File: src/sv/spo2_pkg.sv
`timescale 1ns / 1ps
`default_nettype none
package spo2_pkg;

	localparam int RAW_W      = 18;
	localparam int TIME_W     = 32;
	localparam int CFG_W      = 18;
	localparam int CFG_ADDR_W = 1;
	localparam int RATIO_W    = 24;
	localparam int FRAC_W     = 16;
	localparam int STEP_W     = $clog2(RATIO_W);
	localparam int SPO2_W     = 18;
	localparam int SQ_W       = 2 * RATIO_W;
	localparam int LIN_W      = RATIO_W + 12;
	localparam int T2_W       = SQ_W + 8;
	localparam int POLY_W     = 60;
	localparam int SCALE_SH   = 32;

	localparam int K0_CENTI   = 13268;
	localparam int K1_CENTI   = 3465;
	localparam int K2_CENTI   = 159;
	localparam int SPO2_LIMIT = 100000;

	localparam logic [CFG_ADDR_W-1:0] REG_FINGER_THRESHOLD = 1'd0;
	localparam logic [CFG_ADDR_W-1:0] REG_WARMUP_BEATS     = 1'd1;

	typedef struct packed {
		logic [RAW_W-1:0]  raw_red;
		logic [RAW_W-1:0]  raw_ir;
		logic [RAW_W-1:0]  filt_red;
		logic [RAW_W-1:0]  filt_ir;
		logic              beat;
		logic [TIME_W-1:0] time_ms;
	} in_item_t;

	typedef struct packed {
		logic signed [SPO2_W-1:0] spo2_centi;
		logic [RATIO_W-1:0]       ratio_q16;
		logic                     valid_res;
	} out_item_t;

	typedef enum logic [2:0] {
		S_IDLE,
		S_CHECK,
		S_MUL,
		S_DIV,
		S_POLY1,
		S_POLY2,
		S_POLY3,
		S_FINISH
	} state_t;

	typedef struct packed {
		logic accept;
		logic check;
		logic mul_step;
		logic div_init;
		logic div_step;
		logic poly1;
		logic poly2;
		logic poly3;
		logic load_out;
	} cmd_t;

	typedef struct packed {
		logic emit_now;
		logic zero_div;
		logic mul_last;
		logic div_last;
	} status_t;

endpackage
`default_nettype wire

File: src/sv/spo2_ctrl.sv
`timescale 1ns / 1ps
`default_nettype none
module spo2_ctrl (
	input  wire logic             clk,
	input  wire logic             arst_n,
	input  wire logic             in_valid,
	output logic                  in_stall,
	output logic                  out_valid,
	input  wire logic             out_stall,
	input  wire spo2_pkg::status_t sts,
	output spo2_pkg::cmd_t        cmd
);
	import spo2_pkg::*;

	state_t state_q, state_nxt;
	logic   out_valid_q;
	logic   out_free;

	assign out_free  = !out_valid_q || !out_stall;
	assign in_stall  = (state_q != S_IDLE);
	assign out_valid = out_valid_q;

	always_comb begin
		state_nxt = state_q;
		unique case (state_q)
			S_IDLE: begin
				if (in_valid && sts.emit_now) state_nxt = S_CHECK;
			end
			S_CHECK:  state_nxt = sts.zero_div ? S_FINISH : S_MUL;
			S_MUL: begin
				if (sts.mul_last) state_nxt = S_DIV;
			end
			S_DIV: begin
				if (sts.div_last) state_nxt = S_POLY1;
			end
			S_POLY1:  state_nxt = S_POLY2;
			S_POLY2:  state_nxt = S_POLY3;
			S_POLY3:  state_nxt = S_FINISH;
			S_FINISH: begin
				if (out_free) state_nxt = S_IDLE;
			end
			default:  state_nxt = S_IDLE;
		endcase
	end

	always_comb begin
		cmd = '0;
		unique case (state_q)
			S_IDLE:   cmd.accept = in_valid;
			S_CHECK:  cmd.check = 1'b1;
			S_MUL: begin
				cmd.mul_step = 1'b1;
				cmd.div_init = sts.mul_last;
			end
			S_DIV:    cmd.div_step = 1'b1;
			S_POLY1:  cmd.poly1 = 1'b1;
			S_POLY2:  cmd.poly2 = 1'b1;
			S_POLY3:  cmd.poly3 = 1'b1;
			S_FINISH: cmd.load_out = out_free;
			default:  cmd = '0;
		endcase
	end

	always_ff @(posedge clk or negedge arst_n) begin
		if (!arst_n) begin
			state_q     <= S_IDLE;
			out_valid_q <= 1'b0;
		end else begin
			state_q <= state_nxt;
			if (cmd.load_out) out_valid_q <= 1'b1;
			else if (!out_stall) out_valid_q <= 1'b0;
		end
	end

endmodule
`default_nettype wire

File: src/sv/spo2_dp.sv
`timescale 1ns / 1ps
`default_nettype none
module spo2_dp #(
	parameter int SAMPLE_BITS = 18,
	parameter int COUNT_BITS  = 16
) (
	input  wire logic                                clk,
	input  wire logic                                arst_n,
	input  wire logic                                cfg_we,
	input  wire logic [spo2_pkg::CFG_ADDR_W-1:0]     cfg_addr,
	input  wire logic [spo2_pkg::CFG_W-1:0]          cfg_data,
	input  wire spo2_pkg::in_item_t                  in_data,
	input  wire spo2_pkg::cmd_t                      cmd,
	output spo2_pkg::status_t                        sts,
	output spo2_pkg::out_item_t                      out_data
);
	import spo2_pkg::*;

	localparam int TOTAL_W = SAMPLE_BITS + COUNT_BITS;
	localparam int PROD_W  = SAMPLE_BITS + TOTAL_W;
	localparam int SHIFT_IN = RATIO_W - FRAC_W;

	logic [RAW_W-1:0]       thresh_q;
	logic [15:0]            warmup_q;

	logic [SAMPLE_BITS-1:0] red_min_q, red_max_q, ir_min_q, ir_max_q;
	logic [TOTAL_W-1:0]     red_total_q, ir_total_q;
	logic [COUNT_BITS-1:0]  stat_count_q, beat_tally_q;
	logic                   stats_empty_q;
	logic [TIME_W-1:0]      last_beat_q;

	logic [PROD_W-1:0]      mc_red_q, mc_ir_q, acc_red_q, acc_ir_q;
	logic [SAMPLE_BITS-1:0] mp_red_q, mp_ir_q;
	logic [STEP_W-1:0]      step_q;
	logic                   res_ok_q;

	logic [PROD_W-1:0]      rem_q;
	logic [RATIO_W-1:0]     dlo_q, quo_q;
	logic                   sat_q;

	logic [SQ_W-1:0]        sq_q;
	logic [LIN_W-1:0]       lin_q;
	logic [T2_W-1:0]        t2_q;
	logic signed [POLY_W-1:0] v_q;

	out_item_t              out_q;

	logic [SAMPLE_BITS-1:0] fr, fi, red_ac, ir_ac;
	logic                   raw_ok, finger;
	logic [TIME_W-1:0]      gap;
	logic                   gap_ok, warm;
	logic [PROD_W-1:0]      acc_red_nx, acc_ir_nx;
	logic [PROD_W:0]        rem2, den_x;
	logic                   ge;
	logic [RATIO_W-1:0]     ratio;
	logic signed [POLY_W-1:0] v_sum;
	logic signed [POLY_W-SCALE_SH-1:0] s_raw;
	logic signed [SPO2_W-1:0] s_sat;

	assign fr      = SAMPLE_BITS'(in_data.filt_red);
	assign fi      = SAMPLE_BITS'(in_data.filt_ir);
	assign raw_ok  = (in_data.raw_red != '0) && (in_data.raw_ir != '0);
	assign finger  = in_data.raw_ir > thresh_q;
	assign gap     = in_data.time_ms - last_beat_q;
	assign gap_ok  = (gap != '0) && !gap[TIME_W-1];
	assign warm    = 32'(beat_tally_q) >= 32'(warmup_q);
	assign red_ac  = red_max_q - red_min_q;
	assign ir_ac   = ir_max_q - ir_min_q;

	assign sts.emit_now = raw_ok && finger && in_data.beat && gap_ok && warm;
	assign sts.zero_div = (stat_count_q == '0) || (red_total_q == '0) ||
		(ir_total_q == '0) || (ir_ac == '0);
	assign sts.mul_last = (step_q == STEP_W'(SAMPLE_BITS - 1));
	assign sts.div_last = (step_q == STEP_W'(RATIO_W - 1));

	// products including this step's partial product
	assign acc_red_nx = mp_red_q[0] ? acc_red_q + mc_red_q : acc_red_q;
	assign acc_ir_nx  = mp_ir_q[0] ? acc_ir_q + mc_ir_q : acc_ir_q;

	// restoring division step, one quotient bit a cycle
	assign den_x = {1'b0, acc_ir_q};
	assign rem2  = {rem_q, dlo_q[RATIO_W-1]};
	assign ge    = rem2 >= den_x;
	assign ratio = sat_q ? '1 : quo_q;

	// rounding bias folded in, so an arithmetic shift gives the result
	assign v_sum = $signed(POLY_W'(t2_q)) + $signed(POLY_W'(K0_CENTI) << SCALE_SH)
		+ $signed(POLY_W'(1) << (SCALE_SH - 1)) - $signed(POLY_W'(lin_q) << FRAC_W);
	assign s_raw = v_q[POLY_W-1:SCALE_SH];

	always_comb begin
		if (s_raw > $signed((POLY_W-SCALE_SH)'(SPO2_LIMIT)))
			s_sat = SPO2_W'(SPO2_LIMIT);
		else if (s_raw < -$signed((POLY_W-SCALE_SH)'(SPO2_LIMIT)))
			s_sat = -SPO2_W'(SPO2_LIMIT);
		else
			s_sat = SPO2_W'(s_raw);
	end

	assign out_data = out_q;

	always_ff @(posedge clk or negedge arst_n) begin
		if (!arst_n) begin
			thresh_q      <= RAW_W'(50000);
			warmup_q      <= 16'd5;
			red_min_q     <= '0;
			red_max_q     <= '0;
			ir_min_q      <= '0;
			ir_max_q      <= '0;
			red_total_q   <= '0;
			ir_total_q    <= '0;
			stat_count_q  <= '0;
			stats_empty_q <= 1'b1;
			last_beat_q   <= '0;
			beat_tally_q  <= '0;
			step_q        <= '0;
			res_ok_q      <= 1'b0;
		end else begin
			if (cfg_we) begin
				unique case (cfg_addr)
					REG_FINGER_THRESHOLD: thresh_q <= cfg_data;
					REG_WARMUP_BEATS:     warmup_q <= cfg_data[15:0];
					default:              thresh_q <= thresh_q;
				endcase
			end
			if (cmd.accept && raw_ok) begin
				if (!finger) begin
					red_min_q     <= '0;
					red_max_q     <= '0;
					ir_min_q      <= '0;
					ir_max_q      <= '0;
					red_total_q   <= '0;
					ir_total_q    <= '0;
					stat_count_q  <= '0;
					stats_empty_q <= 1'b1;
				end else begin
					if (stats_empty_q) begin
						red_min_q <= fr;
						red_max_q <= fr;
						ir_min_q  <= fi;
						ir_max_q  <= fi;
						stats_empty_q <= 1'b0;
					end else begin
						if (fr < red_min_q) red_min_q <= fr;
						if (fr > red_max_q) red_max_q <= fr;
						if (fi < ir_min_q) ir_min_q <= fi;
						if (fi > ir_max_q) ir_max_q <= fi;
					end
					if (stat_count_q != '1) begin
						stat_count_q <= stat_count_q + 1'b1;
						red_total_q  <= red_total_q + TOTAL_W'(fr);
						ir_total_q   <= ir_total_q + TOTAL_W'(fi);
					end
					if (in_data.beat) begin
						last_beat_q <= in_data.time_ms;
						if (gap_ok && beat_tally_q != '1)
							beat_tally_q <= beat_tally_q + 1'b1;
					end
				end
			end
			if (cmd.check) begin
				res_ok_q      <= !sts.zero_div;
				step_q        <= '0;
				red_min_q     <= '0;
				red_max_q     <= '0;
				ir_min_q      <= '0;
				ir_max_q      <= '0;
				red_total_q   <= '0;
				ir_total_q    <= '0;
				stat_count_q  <= '0;
				stats_empty_q <= 1'b1;
			end
			if (cmd.div_init) step_q <= '0;
			else if (cmd.mul_step || cmd.div_step) step_q <= step_q + 1'b1;
		end
	end

	// operand capture, shift-add multiply, divide and polynomial
	always_ff @(posedge clk) begin
		if (cmd.check) begin
			mc_red_q  <= PROD_W'(ir_total_q);
			mp_red_q  <= red_ac;
			mc_ir_q   <= PROD_W'(red_total_q);
			mp_ir_q   <= ir_ac;
			acc_red_q <= '0;
			acc_ir_q  <= '0;
		end
		if (cmd.mul_step) begin
			acc_red_q <= acc_red_nx;
			acc_ir_q  <= acc_ir_nx;
			mc_red_q <= mc_red_q << 1;
			mc_ir_q  <= mc_ir_q << 1;
			mp_red_q <= mp_red_q >> 1;
			mp_ir_q  <= mp_ir_q >> 1;
		end
		if (cmd.div_init) begin
			rem_q <= acc_red_nx >> SHIFT_IN;
			sat_q <= (acc_red_nx >> SHIFT_IN) >= acc_ir_nx;
			dlo_q <= {acc_red_nx[SHIFT_IN-1:0], {FRAC_W{1'b0}}};
			quo_q <= '0;
		end
		if (cmd.div_step) begin
			rem_q <= ge ? PROD_W'(rem2 - den_x) : rem2[PROD_W-1:0];
			quo_q <= {quo_q[RATIO_W-2:0], ge};
			dlo_q <= dlo_q << 1;
		end
		if (cmd.poly1) begin
			sq_q  <= SQ_W'(ratio) * SQ_W'(ratio);
			lin_q <= LIN_W'(ratio) * LIN_W'(K1_CENTI);
		end
		if (cmd.poly2) t2_q <= T2_W'(sq_q) * T2_W'(K2_CENTI);
		if (cmd.poly3) v_q <= v_sum;
		if (cmd.load_out) begin
			if (res_ok_q) begin
				out_q.spo2_centi <= s_sat;
				out_q.ratio_q16  <= ratio;
				out_q.valid_res  <= 1'b1;
			end else begin
				out_q <= '0;
			end
		end
	end

endmodule
`default_nettype wire

File: src/sv/spo2_ratio_estimator.sv
`timescale 1ns / 1ps
`default_nettype none
// SpO2 ratio-of-ratios estimator. Items that do not produce a result are taken without
// leaving idle. A counted beat past the warm-up produces one result item: a check step,
// the shift-add multiplier forming both cross products, the restoring divider (one ratio
// bit per step), the polynomial steps and a load of the output register, which waits while
// the output stalls. A zero divisor found at the check goes straight to an all-zero result.
// One item is worked on at a time; a new item is taken while a finished result
// still waits in the output register.
module spo2_ratio_estimator #(
	parameter int SAMPLE_BITS = 18,
	parameter int COUNT_BITS  = 16
) (
	input  wire logic                            clk,
	input  wire logic                            arst_n,
	input  wire logic                            cfg_we,
	input  wire logic [spo2_pkg::CFG_ADDR_W-1:0] cfg_addr,
	input  wire logic [spo2_pkg::CFG_W-1:0]      cfg_data,
	input  wire logic                            in_valid,
	output logic                                 in_stall,
	input  wire spo2_pkg::in_item_t              in_data,
	output logic                                 out_valid,
	input  wire logic                            out_stall,
	output spo2_pkg::out_item_t                  out_data
);
	import spo2_pkg::*;

	cmd_t    cmd;
	status_t sts;

	spo2_ctrl u_ctrl (
		.clk       (clk),
		.arst_n    (arst_n),
		.in_valid  (in_valid),
		.in_stall  (in_stall),
		.out_valid (out_valid),
		.out_stall (out_stall),
		.sts       (sts),
		.cmd       (cmd)
	);

	spo2_dp #(
		.SAMPLE_BITS (SAMPLE_BITS),
		.COUNT_BITS  (COUNT_BITS)
	) u_dp (
		.clk      (clk),
		.arst_n   (arst_n),
		.cfg_we   (cfg_we),
		.cfg_addr (cfg_addr),
		.cfg_data (cfg_data),
		.in_data  (in_data),
		.cmd      (cmd),
		.sts      (sts),
		.out_data (out_data)
	);

endmodule
`default_nettype wire

File: config.mk
export PLATFORM = sky130hd
export DESIGN_NAME = spo2_ratio_estimator
export DESIGN_NICKNAME = d
export VERILOG_FILES = /design/src/sv/spo2_pkg.sv /design/src/sv/spo2_ctrl.sv /design/src/sv/spo2_dp.sv /design/src/sv/spo2_ratio_estimator.sv
export SDC_FILE = /design/constraint.sdc
export NUM_CORES = 2
export LEC_CHECK = 0
export BUFFER_PORTS_ARGS = -buffer_cell sky130_fd_sc_hd__clkbuf_2
export CORE_ASPECT_RATIO = 1.5
export CORE_UTILIZATION = 50
export DETAILED_ROUTE_END_ITERATION = 8
export MAX_ROUTING_LAYER = met4
export PLACE_DENSITY = 0.71
export SYNTH_ARGS = -nofsm -noshare
export SYNTH_HDL_FRONTEND = slang
export SYNTH_SLANG_ARGS = --single-unit
export TNS_END_PERCENT = 20
File: constraint.sdc
create_clock -name clk -period 11.3 [get_ports clk]
set_input_delay 2.26 -clock clk [delete_from_list [all_inputs] [get_ports clk]]
set_output_delay 2.26 -clock clk [all_outputs]
set_load 0.01 [all_outputs]
# Yosys cells after proc, flatten, opt, wreduce, memory -nomap -nowiden
# Cells that the tools add are included.
word_totals:
  reg_bits: 821
  out_inout_bits: 45
classes:
  mul: 3
  reduce_logical: 43
  muxes: 78
  n_bitwise: 2
  n_addsub: 14
  eq_ne: 21
  magnitude_cmp: 10
ops:
  columns: ["operator", "count"]
  rows:
  - ["52-bit 2-to-1 mux", 12]
  - ["18-bit 2-to-1 mux", 21]
  - ["34-bit 2-to-1 mux", 8]
  - ["24-bit 2-to-1 mux", 5]
  - ["52-bit adder", 2]
  - ["17-bit 2-to-1 mux", 5]
  - ["34-bit by 18-bit adder with 34-bit output", 2]
  - ["34-bit zero test", 2]
  - ["16-bit 2-to-1 mux", 4]
  - ["60-bit by 33-bit adder with 60-bit output, second input constant", 1]
  - ["60-bit by 53-bit subtractor with 60-bit output", 1]
  - ["56-bit by 46-bit adder with 57-bit output, second input constant", 1]
  - ["48-bit by 8-bit multiplier with 56-bit output, second input constant", 1]
  - ["18-bit > comparator", 3]
  - ["53-bit by 52-bit >= comparator with 1-bit output", 1]
  - ["44-bit by 52-bit >= comparator with 1-bit output", 1]
  - ["52-bit subtractor", 1]
  - ["24-bit by 24-bit multiplier with 48-bit output", 1]
  - ["18-bit less-than comparator", 2]
  - ["24-bit by 12-bit multiplier with 36-bit output, second input constant", 1]
  - ["18-bit nonzero test", 2]
  - ["18-bit subtractor", 2]
  - ["16-bit by 1-bit adder with 16-bit output, second input constant", 2]
  - ["16-bit != test, second input constant", 2]
  - ["other kinds (33)", 88]

# Depth between registers and ports, before layout
depth:
  depth_word: 9
  ltp_mapped: 33

# By module
# Synthesis repeated with hierarchy kept, for this count alone.
unflattened:
  cells_unflattened: 8412
  hier_area_um2: 80806.2
modules_own_cells:
  columns: ["mod", "seq_area_each_um2", "n_inst", "area_per_inst_um2", "cells_each"]
  rows:
  - ["spo2_dp", 22197.5, 1, 80488.4, 8372]
  - ["spo2_ctrl", 100.1, 1, 317.8, 40]

# Worst setup path after synthesis
# OpenSTA, ideal clock, no wires.
synth_path:
  kind: "reg-to-reg"
  start: "reg u_dp.sat_q"
  end: "reg u_dp.sq_q[46] (data pin)"
  t_required_ns: 11.036
  n_path_buf: 2
  synth_period_minus_slack_ns: 7.944
  path_stages_with_launch: 31
  arrival_time_ns: 7.680
  setup_time_ns: 0.264
  slack_ns: 3.356
  path_cell_list: "edfxtp_1 clkbuf_1 nor2_1 clkinv_1 clkbuf_1 ha_1 inv_1 fa_1 inv_1 fa_1 inv_1 fa_1 fa_1 inv_1 fa_1 fa_1 inv_1 fa_1 inv_1 ha_1 a21oi_1 nor2b_1 o21ai_0 nand2b_1 a311o_1 o21ai_0 a31oi_1 a22oi_1 a31oi_1 a221oi_1 xnor2_1"
synth_via:
  elab_chain_cells: 2
synth_rtl:
  columns: ["item", "line", "text"]
  rows:
  - ["from (decl)", "spo2_dp.sv:39", "logic sat_q;"]
  - ["from (signal assigned)", "spo2_dp.sv:198", "sat_q <= (acc_red_nx >> SHIFT_IN) >= acc_ir_nx;"]
  - ["24-bit 2-to-1 mux", "spo2_dp.sv:84", "assign ratio = sat_q ? '1 : quo_q;"]
  - ["net u_dp.ratio[9]", "spo2_dp.sv:55", "logic [RATIO_W-1:0] ratio;"]
  - ["24-bit by 24-bit multiplier with 48-bit output", "spo2_dp.sv:208", "sq_q <= SQ_W'(ratio) * SQ_W'(ratio);"]
  - ["to (signal assigned)", "spo2_dp.sv:208", null]
  - ["to (decl)", "spo2_dp.sv:41", "logic [SQ_W-1:0] sq_q;"]
# The timed path passes the listed nets, and every way through them passes these cells.
# A chain may end at the register's enable or synchronous reset.

# Final worst setup path
layout_path:
  start: "reg u_dp.sat_q"
  end: "reg u_dp.sq_q[40] (data pin)"
layout_via:
  elab_chain_cells: 2
layout_rtl:
  columns: ["item", "line"]
  rows:
  - ["24-bit 2-to-1 mux", "spo2_dp.sv:84"]
  - ["24-bit by 24-bit multiplier with 48-bit output", "spo2_dp.sv:208"]
# Every way passes these cells.

==> impl_metrics.yaml <==
run_status:
  status: "finished, final reports clean"
timing:
  rsz0062_at_grt: "no"
  slew_viol_final: 0
  finalCriticalPeriod_ns: 9.53
  max_slew_margin: 0.174
  hold_viol: 0
  finalCritPeriodShare: 0.844
  skew_ns: 0.0256
  max_freq_ghz: 0.105
  tns_ns: 0
  setup_viol: 0
  worst_slew_pin_slew_ns: 1.24
route:
  first_pass_iters: 5
  drt-vias-per-instance: 5.70
  drc_errors: 0
  vias: 59362
  drtIter0Drc: 3124
  post_drt_wl_per_cell_um: 19.9
  drt_wl_total_um: 207000
  antenna_left: 0
placement:
  portBuffers: 173
  gp_congestion: 0.976
  dp_hpwl_um: 166000
floorplanning:
  pin_count: 174
  rows: 178
  core_mm2: 0.157
  fp.dieH_um: 490
  die_w_um: 327
  start_util: 0.505
  die_area_mm2: 0.161
clock_tree:
  clock_path_buffers: 3
  ctsResizeCount: 0
  cts_tree: "yes"
  root_buffer: "clkbuf_16"
  path_clk_slew_ns: 0.06
  post_cts_buffers: 0
  h-tree-depth: 3
  cts.sinks: 786
  clkLatencyLatePin_ns: 0.72
  hold_buffers: 0
  numCtsBuffers: 85
setup_path:
  worst_setup_path_start_kind: "flip-flop"
  r2r_start: "u_dp.sat_q$_DFFE_PP_"
  required_ns: 11.76
  arrival_ns: 9.99
  crit_path_max_fanout: 24
  path_class: "reg2reg"
  crit_path_end_kind: "flip-flop"
  startpoint: "u_dp.sat_q$_DFFE_PP_"
global_route:
  first_global_vias: 63046
  grt_pass1_wl_um: 331000
  overflow: 0
  grt_max_degree: 111
  track_usage: 0.268
  antenna_found_initial: 12
hold_path:
  worstHoldStart: "u_dp.last_beat_q[0]$_DFFE_PN0P_"
  hp-class: "reg2reg"
yosys:
  syn_area_per_cell_um2: 9.72
  synth_area_mm2: 0.0795
  async_flop_share: 0.317
  ys_ff_latch: 786
  ys_seq_area_frac: 0.281
  synth_edf_count: 533
  ys_types: 102
  yosys.area.top_type: "edfxtp_1"
  synth.yosys.warnings: 0
  ys.flop_type: "edfxtp_1"
  synth_top_area_share: 0.201
  synth_cells: 8171
  synth_area_leaders: "edfxtp_1 20%, fa_1 17%, ha_1 15%, dfrtp_1 7.6%, inv_1 6.4%"
run:
  max_cap_violations: 0
final_layout:
  area_growth_syn_to_layout_pct: 7.72
  fin_nets: 10010
  drive_gt1_frac: 0.0625
[worst max-delay path: stages (launching register included)]
cell and delay (ns):
edfxtp_1 0.81, nor2_1 0.39, inv_1 0.86, nand2_1 0.28, fa_1 0.60, inv_1 0.06, fa_1 0.53, inv_1 0.05
fa_1 0.47, inv_1 0.05, fa_1 0.41, fa_1 0.51, fa_1 0.50, inv_1 0.05, fa_1 0.52, inv_1 0.04
ha_1 0.30, inv_1 0.08, o31ai_1 0.62, nand2_1 0.15, a21oi_1 0.33, o21ai_0 0.29, a31oi_1 0.36, a22oi_1 0.20
a31oi_1 0.41, a21oi_1 0.12, o21bai_1 0.16, xnor2_1 0.09
[layout make-up]
class / instances / area, um2
diodes: 10 / 25.0
clock buffers: 99 / 2280
clock inverters: 61 / 743
fillers: 14126 / 71600
inverters: 1360 / 5110
multi-input cells: 5801 / 51300
flip-flops and latches: 786 / 22300
well taps: 2070 / 2590
repair buffers: 223 / 1250
[state kept, by name, indices dropped and copies added (netlist names), 16 cells and up]
| name | cells |
|---|---|
| u_dp.v_q | 28 |
| u_dp.quo_q | 24 |
| u_dp.warmup_q | 16 |
| u_dp.ir_total_q | 34 |
| u_dp.sq_q | 46 |
| u_dp.out_data | 43 |
| u_dp.stat_count_q | 16 |
| u_dp.acc_ir_q | 52 |
| u_dp.mp_ir_q | 18 |
| u_dp.red_max_q | 18 |
| u_dp.mp_red_q | 18 |
| u_dp.red_total_q | 34 |
| u_dp.t2_q | 55 |
| u_dp.mc_ir_q | 52 |
| u_dp.rem_q | 52 |
| u_dp.red_min_q | 18 |
| u_dp.acc_red_q | 52 |
| u_dp.ir_min_q | 18 |
| u_dp.mc_red_q | 52 |
| u_dp.beat_tally_q | 16 |
| u_dp.last_beat_q | 32 |
| u_dp.lin_q | 36 |
| u_dp.ir_max_q | 18 |
| u_dp.thresh_q | 18 |
[cell usage after synthesis (all sizes together), types with 11 or more instances]
master and instances:
nor4 48, a31oi 61, clkbuf 193, a2111oi 12
nand2b 64, mux2i 102, a21boi 18, a22o 146
a41oi 14, dfrtp 240, o21a 82, nand4 87
mux2 59, and4 22, o211ai 24, a221oi 14
xnor2 263, nor3 75, and3 72, nor2 554
or2 28, edfxtp 533, buf 32, o21ai 356
nor2b 58, a211oi 49, a21o 248, o21bai 64
or3 27, a311oi 11, inv 1352, fa 692
nand2 533, a31o 12, xor2 152, ha 932
o31ai 46, and2 122, or4 16, a21oi 459
nand3 129
[worst paths after layout]
| check | slack [ns] | endpoint | cells past startpoint |
|---|---|---|---|
| max reg2reg | 1.77 | u_dp.sq_q[40]$_DFFE_PP_ | 27 |
| max in group asynchronous | 8.12 | u_dp.ir_total_q[18]$_DFFE_PN0P_ | 2 |
| min reg2reg | 0.49 | u_dp.last_beat_q[0]$_DFFE_PN0P_ | 2 |
| min | 0.49 | u_dp.last_beat_q[0]$_DFFE_PN0P_ | 2 |
| min in group asynchronous | 1.59 | u_dp.thresh_q[13]$_DFFE_PN0P_ | 1 |
| max | 1.77 | u_dp.sq_q[40]$_DFFE_PP_ | 27 |
[cells by family (layout without fill, tap and decap cells)]
family                     after synthesis  after routing  synth area share
DFF                                    786            786             0.281
AOI/OAI and AO/OA                     1726           1726             0.143
muxes                                  161            161            0.0212
xor gates and xnor gates               415            415            0.0457
adders and majority gates             1624           1624             0.321
buffers and inverters                 1585           1743            0.0753
other                                    1             12         0.0000472
and+or+nand+nor                       1873           1873             0.113
[metal layers]
layer / routed length (um) / GRT usage / vias to the layer above
li1: - / - / 28110
met1: 76600 / 0.281 / 29191
met2: 109000 / 0.482 / 1491
met3: 10100 / 0.0383 / 570
met4: 12200 / 0.144 / 0
met5: 0 / - / -
[layout by cell type, fill, tap and decap left out, types with 72 or more instances in the layout]
cell type	n
a21o_1	248
a21oi_1	454
a22o_1	146
and2_1	118
and3_1	72
clkbuf_16	87
clkbuf_2	172
dfrtp_1	240
edfxtp_1	533
fa_1	692
ha_1	932
inv_1	1351
mux2i_1	102
nand2_1	532
nand3_1	126
nand4_1	86
nor2_1	551
nor3_1	75
o21a_1	82
o21ai_0	353
xnor2_1	263
xor2_1	152
[metrics by stage]
| stage | std cells | area (um2) | hold slack, ns | worst slack [ns] | util |
|---|---|---|---|---|---|
| final | 10410 | 85600 | 0.486 | 1.77 | 0.544 |
| after global routing | 10410 | 85600 | 0.511 | 1.25 | 0.544 |
| after CTS | 10400 | 85600 | 0.490 | 1.79 | 0.544 |
| after detailed placement | 10240 | 82500 | 0.476 | 1.77 | 0.525 |
| after global placement | 10240 | 82500 | 0.463 | 1.93 | 0.525 |
| after floorplan | 8172 | 79500 | 0.445 | 3.36 | - |
Power is left out: the tool's default activity adds up to more than one toggle a clock period on the data nets, which glitch-free logic cannot reach.
